===== config.mk =====
export PLATFORM = sky130hd
export DESIGN_NAME = round_robin_task_table_unit
export DESIGN_NICKNAME = d
export VERILOG_FILES = /design/src/hdl/rrtt_pkg.sv /design/src/hdl/rrtt_ctrl.sv /design/src/hdl/rrtt_datapath.sv /design/src/hdl/round_robin_task_table_unit.sv
export SDC_FILE = /design/constraint.sdc
export NUM_CORES = 1
export LEC_CHECK = 0
export ABC_CLOCK_PERIOD_IN_PS = 15600
export BUFFER_PORTS_ARGS = -buffer_cell sky130_fd_sc_hd__buf_2
export CORE_ASPECT_RATIO = 0.7
export CORE_UTILIZATION = 65
export DETAILED_ROUTE_END_ITERATION = 7
export PLACE_DENSITY = 0.8
export SLEW_MARGIN = 20
export SYNTH_ARGS = -nofsm -noshare
export SYNTH_HDL_FRONTEND = slang
export SYNTH_SLANG_ARGS = --single-unit

===== constraint.sdc =====
create_clock -name clk_i -period 15.6 [get_ports clk_i]
set_clock_uncertainty 0.1 [all_clocks]
set_input_delay 0 -clock clk_i [delete_from_list [all_inputs] [get_ports clk_i]]
set_output_delay 0 -clock clk_i [all_outputs]
set_load 0.05 [all_outputs]

===== src/hdl/rrtt_pkg.sv =====
// Package for the round-robin task table: request and result words,
// request and status codes, and the controller/datapath command and status types.
// No dependencies.
`default_nettype none

package rrtt_pkg;

  typedef enum logic [1:0] {
    REQ_CREATE = 2'd0,
    REQ_START  = 2'd1,
    REQ_YIELD  = 2'd2,
    REQ_CLEAR  = 2'd3
  } req_type_e;

  typedef enum logic [2:0] {
    ST_OK          = 3'd0,
    ST_FULL        = 3'd1,
    ST_NO_PAGE     = 3'd2,
    ST_NONE_READY  = 3'd3,
    ST_NOT_STARTED = 3'd4
  } status_e;

  typedef struct packed {
    logic [1:0]  req_type;
    logic        page_granted;
    logic [31:0] stack_word;
  } req_t;

  typedef struct packed {
    logic [2:0]  status;
    logic [31:0] task_id;
    logic [2:0]  slot_index;
    logic        switched;
    logic [31:0] resume_stack;
  } res_t;

  typedef struct packed {
    logic load;
    logic found;
    logic step;
    logic rd;
    logic commit;
  } cmd_t;

  typedef struct packed {
    logic [1:0] req;
    logic       run_valid;
    logic       hit;
    logic       last;
  } sts_t;

endpackage

`default_nettype wire


===== src/hdl/rrtt_ctrl.sv =====
// Controller for the round-robin task table: sequences request capture,
// the slot scan, the table read and the commit. Depends on rrtt_pkg.
`default_nettype none

module rrtt_ctrl (
  input  wire logic          clk_i,
  input  wire logic          rst_ni,
  input  wire logic          start,
  output logic               busy,
  input  wire rrtt_pkg::sts_t sts_i,
  output rrtt_pkg::cmd_t     cmd_o
);
  import rrtt_pkg::*;

  localparam logic [1:0] S_IDLE = 2'd0;
  localparam logic [1:0] S_SCAN = 2'd1;
  localparam logic [1:0] S_READ = 2'd2;
  localparam logic [1:0] S_DONE = 2'd3;

  logic [1:0] state_q, state_d;
  logic       skip;

  assign skip = (sts_i.req == REQ_CLEAR) || ((sts_i.req == REQ_YIELD) && !sts_i.run_valid);
  assign busy = (state_q != S_IDLE);

  always_comb begin
    state_d = state_q;
    cmd_o   = '0;
    unique case (state_q)
      S_IDLE: begin
        if (start) begin
          cmd_o.load = 1'b1;
          state_d    = S_SCAN;
        end
      end
      S_SCAN: begin
        if (skip) begin
          state_d = S_DONE;
        end else if (sts_i.hit) begin
          cmd_o.found = 1'b1;
          state_d     = S_READ;
        end else if (sts_i.last) begin
          state_d = S_READ;
        end else begin
          cmd_o.step = 1'b1;
        end
      end
      S_READ: begin
        cmd_o.rd = 1'b1;
        state_d  = S_DONE;
      end
      S_DONE: begin
        cmd_o.commit = 1'b1;
        state_d      = S_IDLE;
      end
      default: begin
        state_d = S_IDLE;
      end
    endcase
  end

  always_ff @(posedge clk_i or negedge rst_ni) begin
    if (!rst_ni) begin
      state_q <= S_IDLE;
    end else begin
      state_q <= state_d;
    end
  end

endmodule

`default_nettype wire


===== src/hdl/rrtt_datapath.sv =====
// Datapath for the round-robin task table: slot flags, id and stack memories,
// scan pointer, running-task registers and the result register. Depends on rrtt_pkg.
`default_nettype none

module rrtt_datapath #(
  parameter int unsigned SLOTS = 8
) (
  input  wire logic           clk_i,
  input  wire logic           rst_ni,
  input  wire rrtt_pkg::req_t req_i,
  input  wire rrtt_pkg::cmd_t cmd_i,
  output rrtt_pkg::sts_t      sts_o,
  output logic                done_o,
  output rrtt_pkg::res_t      res_o
);
  import rrtt_pkg::*;

  localparam int unsigned IW = $clog2(SLOTS);
  localparam logic [IW-1:0] LAST = IW'(SLOTS - 1);

  logic [31:0] id_mem  [SLOTS];
  logic [31:0] stk_mem [SLOTS];

  req_t             req_q;
  logic [SLOTS-1:0] used_q, used_d;
  logic [SLOTS-1:0] rdy_q, rdy_d;
  logic             run_valid_q, run_valid_d;
  logic [IW-1:0]    run_slot_q, run_slot_d;
  logic [31:0]      id_ctr_q, id_ctr_d;
  logic [IW-1:0]    ptr_q, cnt_q, hit_q;
  logic             found_q;
  logic [31:0]      rd_id_q, rd_stk_q;
  res_t             res_q, res_d;
  logic             done_q;

  logic [IW-1:0]    run_next, ptr_next, rd_addr, stk_wa;
  logic             id_we, stk_we;

  assign run_next = (run_slot_q == LAST) ? '0 : IW'(run_slot_q + IW'(1));
  assign ptr_next = (ptr_q == LAST) ? '0 : IW'(ptr_q + IW'(1));
  assign rd_addr  = found_q ? hit_q : run_slot_q;

  assign sts_o.req       = req_q.req_type;
  assign sts_o.run_valid = run_valid_q;
  assign sts_o.hit       = (req_q.req_type == REQ_CREATE) ? !used_q[ptr_q] : rdy_q[ptr_q];
  assign sts_o.last      = (cnt_q == LAST);

  always_comb begin
    used_d      = used_q;
    rdy_d       = rdy_q;
    run_valid_d = run_valid_q;
    run_slot_d  = run_slot_q;
    id_ctr_d    = id_ctr_q;
    res_d       = '0;
    id_we       = 1'b0;
    stk_we      = 1'b0;
    stk_wa      = hit_q;
    if (cmd_i.commit) begin
      case (req_q.req_type)
        REQ_CREATE: begin
          if (!found_q) begin
            res_d.status = ST_FULL;
          end else if (!req_q.page_granted) begin
            res_d.status = ST_NO_PAGE;
          end else begin
            used_d[hit_q]    = 1'b1;
            rdy_d[hit_q]     = 1'b1;
            id_we            = 1'b1;
            stk_we           = 1'b1;
            id_ctr_d         = id_ctr_q + 32'd1;
            res_d.status     = ST_OK;
            res_d.task_id    = id_ctr_q;
            res_d.slot_index = 3'(hit_q);
          end
        end
        REQ_START: begin
          if (!found_q) begin
            res_d.status = ST_NONE_READY;
          end else begin
            rdy_d[hit_q]       = 1'b0;
            run_valid_d        = 1'b1;
            run_slot_d         = hit_q;
            res_d.status       = ST_OK;
            res_d.task_id      = rd_id_q;
            res_d.slot_index   = 3'(hit_q);
            res_d.switched     = 1'b1;
            res_d.resume_stack = rd_stk_q;
          end
        end
        REQ_YIELD: begin
          if (!run_valid_q) begin
            res_d.status = ST_NOT_STARTED;
          end else if (!found_q) begin
            res_d.status     = ST_NONE_READY;
            res_d.task_id    = rd_id_q;
            res_d.slot_index = 3'(run_slot_q);
          end else begin
            stk_we             = 1'b1;
            stk_wa             = run_slot_q;
            rdy_d[run_slot_q]  = 1'b1;
            rdy_d[hit_q]       = 1'b0;
            run_slot_d         = hit_q;
            res_d.status       = ST_OK;
            res_d.task_id      = rd_id_q;
            res_d.slot_index   = 3'(hit_q);
            res_d.switched     = 1'b1;
            res_d.resume_stack = rd_stk_q;
          end
        end
        default: begin
          used_d      = '0;
          rdy_d       = '0;
          run_valid_d = 1'b0;
          run_slot_d  = '0;
        end
      endcase
    end
  end

  always_ff @(posedge clk_i or negedge rst_ni) begin
    if (!rst_ni) begin
      used_q      <= '0;
      rdy_q       <= '0;
      run_valid_q <= 1'b0;
      run_slot_q  <= '0;
      id_ctr_q    <= 32'd1;
      found_q     <= 1'b0;
      ptr_q       <= '0;
      cnt_q       <= '0;
      done_q      <= 1'b0;
    end else begin
      used_q      <= used_d;
      rdy_q       <= rdy_d;
      run_valid_q <= run_valid_d;
      run_slot_q  <= run_slot_d;
      id_ctr_q    <= id_ctr_d;
      done_q      <= cmd_i.commit;
      if (cmd_i.load) begin
        found_q <= 1'b0;
        cnt_q   <= '0;
        ptr_q   <= (req_i.req_type == REQ_YIELD) ? run_next : '0;
      end else if (cmd_i.found) begin
        found_q <= 1'b1;
      end else if (cmd_i.step) begin
        ptr_q <= ptr_next;
        cnt_q <= IW'(cnt_q + IW'(1));
      end
    end
  end

  always_ff @(posedge clk_i) begin
    if (cmd_i.load) begin
      req_q <= req_i;
    end
    if (cmd_i.found) begin
      hit_q <= ptr_q;
    end
    if (cmd_i.commit) begin
      res_q <= res_d;
    end
  end

  always_ff @(posedge clk_i) begin
    if (id_we) begin
      id_mem[hit_q] <= id_ctr_q;
    end
    if (stk_we) begin
      stk_mem[stk_wa] <= req_q.stack_word;
    end
    if (cmd_i.rd) begin
      rd_id_q  <= id_mem[rd_addr];
      rd_stk_q <= stk_mem[rd_addr];
    end
  end

  assign done_o = done_q;
  assign res_o  = res_q;

endmodule

`default_nettype wire


===== src/hdl/round_robin_task_table_unit.sv =====
// Top level of the round-robin task table: controller plus datapath.
// Depends on rrtt_pkg, rrtt_ctrl and rrtt_datapath.
//
// A request is taken when start is high and busy is low; its single result word
// appears on res_o for exactly one cycle with done_o high, and the receiver cannot
// stall it. After acceptance the controller runs the slot scan, which tests one
// slot per cycle, then one id/stack memory read and the commit; a clear, or a
// yield before start, ends the scan at once and skips the read. A new request
// may be accepted in the cycle the strobe is shown.
`default_nettype none

module round_robin_task_table_unit #(
  parameter int unsigned SLOTS = 8
) (
  input  wire logic           clk_i,
  input  wire logic           rst_ni,
  input  wire logic           start,
  output logic                busy,
  input  wire rrtt_pkg::req_t req_i,
  output logic                done_o,
  output rrtt_pkg::res_t      res_o
);
  import rrtt_pkg::*;

  cmd_t cmd;
  sts_t sts;

  rrtt_ctrl u_ctrl (
    .clk_i  (clk_i),
    .rst_ni (rst_ni),
    .start  (start),
    .busy   (busy),
    .sts_i  (sts),
    .cmd_o  (cmd)
  );

  rrtt_datapath #(
    .SLOTS (SLOTS)
  ) u_datapath (
    .clk_i  (clk_i),
    .rst_ni (rst_ni),
    .req_i  (req_i),
    .cmd_i  (cmd),
    .sts_o  (sts),
    .done_o (done_o),
    .res_o  (res_o)
  );

endmodule

`default_nettype wire


==> metrics.txt <==
status=finished clean; # Post-CTS Setup Buffers=0; number of buffers created by CTS=between 60 and 70; syn nets=between 2,000 and 2,500; Top Ports=around 110; syn avg cell area=13.01 um^2; worst reg2reg path depth=8; Seq pwr share=0.449; Die Wd=approximately 260 um; drt pass-1 iters=6; top cell type's share of synthesized area=0.7024; post-layout minimum cycle time=between 4 and 5 ns; die area=~46,000 um^2; area leader, netlist=edfxtp_1; Async SR Flop Fraction=0.08300; DR vias/cell=6.204; Post-Syn Area=29,290 um^2; Die Height=roughly 180 um; core footprint=approximately 44,000 um^2; Final Wtd Congestion=0.8809; max-cap violation count=0; R2R Setup Slk=between 10 and 15 ns; CTS Root Cell=clkbuf_16; sw power=roughly 2 mW; first-pass GRT wire length=101.8 mm; Post-synth EDFFs=685; total grt overflow=0; Worst Hold Path Cells=2; port buffer count=110; CP Class=flip-flop to flip-flop; Worst slew margin=0.2229; WHS Endpoint=u_datapath.req_q[18]; Yosys reg bits=between 700 and 800; Clk pwr share=0.271; row count=64; Hold Path Origin=req_i[18]; Hold Path Class=input port to flip-flop; Seq/Total Area, Yosys=0.7554; final setup vio count=0; Final ANT Viol Nets=0; Antenna Cells=0; critical path data arrival time=4.73 ns; Worst setup SP type=flip-flop; worst-path fanout max=37; crit share post-route=0.2967; Gate power share=0.279; commonest cells in the netlist=edfxtp_1 (685), nand2_1 (614), nand3_1 (339); share of layout cells above drive strength 1=0.1105; vias=between 15,000 and 20,000; ys flop type=edfxtp_1; Peak VDD IR=0.1455 mV; GRT Total Usage=0.2896; Synth warnings=0; sw frac=0.3487; number of global-route vias before repair=between 15,000 and 20,000; Cells after Synth=approximately 2,300; GR met3 Demand/Resource=0.05372; Non-Filler Instances=between 3,000 and 4,000; final WL=around 66 mm; Synth area leaders=edfxtp_1 (70%), nand2_1 (7.9%), nand3_1 (5.8%), dfrtp_1 (5.2%), clkbuf_1 (1.3%); Clk Latency, worst-skew pair=around 0.59 ns; H-tree Lvls=3; clk buf depth=3; Initial Utilization=0.6650; Worst Setup End Kind=flip-flop; pwr dens=around 180 nW/um^2; setup TNS=0 ns; Post-DP HPWL=33.80 mm; WP data required=between 15 and 20 ns; busiest metal layer after global routing=met2; RSZ-0062 raised after global routing=false; placed cell count=between 2,000 and 3,000; Max Transition Viols Final=0; hold buffers post-CTS=39; # resized after CTS=0; met2 usage=0.4597; clock slew seen by the registers of the worst setup and hold paths=0.06 ns; Max Fclk=216.0 MHz; Global Route met1 Usage=0.4123; fill count=2,572; clock tree sinks=between 700 and 800; Synth-to-Final Area Change=12.99%; DR WL/cell=between 20 and 25 um; count leader, synth=edfxtp_1; initial DRC count=approximately 2,300; initial antenna violation count=0; largest net degree at the start of global routing=108; Post-layout nets=roughly 2,400; worst reg2reg path startpoint=u_datapath.sts_o[3]; Netlist cell types=48; RR Endpoint=u_datapath.stk_mem[0][4]; final hold viol count=0; P_int=around 3.8 mW; DRC viols=0; LEAKAGE=approximately 12 nW; CTS tree=built; Worst Tran Pin Value=approximately 1.2 ns
sequential cells by signal, summed over array words and instances, names as in the netlist, 3 cells and up:
| signal | flops |
|---|---|
| u_datapath.id_ctr_q | 32 |
| u_datapath.run_slot_q | 3 |
| u_datapath.hit_q | 3 |
| u_datapath.rdy_q | 8 |
| u_datapath.req_q | 33 |
| u_datapath.stk_mem | 256 |
| u_datapath.rd_stk_q | 32 |
| u_datapath.cnt_q | 3 |
| u_datapath.id_mem | 256 |
| u_datapath.res_o | 71 |
| u_datapath.used_q | 8 |
| u_datapath.ptr_q | 3 |
| u_datapath.rd_id_q | 32 |
power groups by stage:
stage / combinational, mW / clock (mW) / sequential, mW
2_1_floorplan: 0.975 / 0 / 2.84
3_3_place_gp: 1.55 / 0 / 2.67
3_5_place_dp: 1.60 / 0 / 2.68
4_1_cts: 1.62 / 1.61 / 2.65
5_1_grt: 1.79 / 1.69 / 2.67
6_report: 1.65 / 1.60 / 2.65
final cells by class:
cell class,count,area [um^2],share of cell area
flip-flops and latches,747,22120,0.6685
clock inverters,31,260.3,0.007865
multi-input cells,1360,6832,0.2064
clock buffers,89,1853,0.05600
inverters,14,52.55,0.001588
repair buffers,176,1229,0.03713
well taps,594,743.2,0.02246
cells by family (layout without fill, tap and decap cells):
group,count (synthesis),in the layout,share of synthesized area
AND/OR/NAND/NOR,1131,1131,0.1667
flip-flops,747,747,0.7554
AO/OA/AOI/OAI,157,157,0.03349
buffers and inverters,144,310,0.01884
XOR/XNOR,32,32,0.009570
multiplexers,23,23,0.008758
adder cells (fa/ha/maj),17,17,0.007263
per-stage QoR:
stage	power [mW]	hold slack [ns]	worst slack, ns	instance area [um^2]	util
detailed placement	4.280	0.07809	11.16	30460	0.6915
CTS	5.878	0.002359	11.12	32960	0.7484
global route	6.144	0.01210	10.79	33090	0.7514
global placement	4.214	0.07618	11.24	30450	0.6914
finish	5.898	0.01960	10.97	33090	0.7514
floorplan	3.810	-0.3956	10.64	29290	-
layer usage:
metal	vias to the layer above	share of wire
met1	9121	0.40
met5	-	0
met3	145	0.097
met2	1151	0.48
met4	0	0.028
li1	8263	-
layout by cell type (no fill, tap or decap), types with 21 or more instances in the layout:
| cell type | n |
|---|---|
| xnor2_1 | 21 |
| a22oi_1 | 35 |
| clkbuf_16 | 70 |
| edfxtp_1 | 685 |
| o21ai_1 | 68 |
| nor2_1 | 81 |
| nand2_1 | 613 |
| nand3_1 | 339 |
| dlygate4sd3_1 | 39 |
| and2_1 | 35 |
| buf_2 | 110 |
| dfrtp_1 | 61 |
worst max path at each step:
stage | startpoint | endpoint | cells past startpoint
after floorplan | u_ctrl.state_q[1] | u_datapath.stk_mem[6][0] | 7
after global placement | u_datapath.sts_o[3] | u_datapath.stk_mem[3][12] | 8
after detailed placement | u_datapath.sts_o[3] | u_datapath.stk_mem[3][11] | 8
after CTS | u_datapath.sts_o[4] | u_datapath.stk_mem[6][6] | 8
after global routing | u_datapath.sts_o[4] | u_datapath.stk_mem[0][3] | 8
final | u_datapath.sts_o[3] | u_datapath.stk_mem[0][4] | 8
worst max-delay path: stages (launching register included):
cell      delay [ns]
edfxtp_1        0.50
inv_1           0.13
ha_1            0.56
and3_1          0.25
buf_4           0.49
nand2_1         0.64
nor2_1          0.27
a21oi_1         0.29
nor2_4          0.99
No activity file was read; power rests on OpenSTA's default activity.
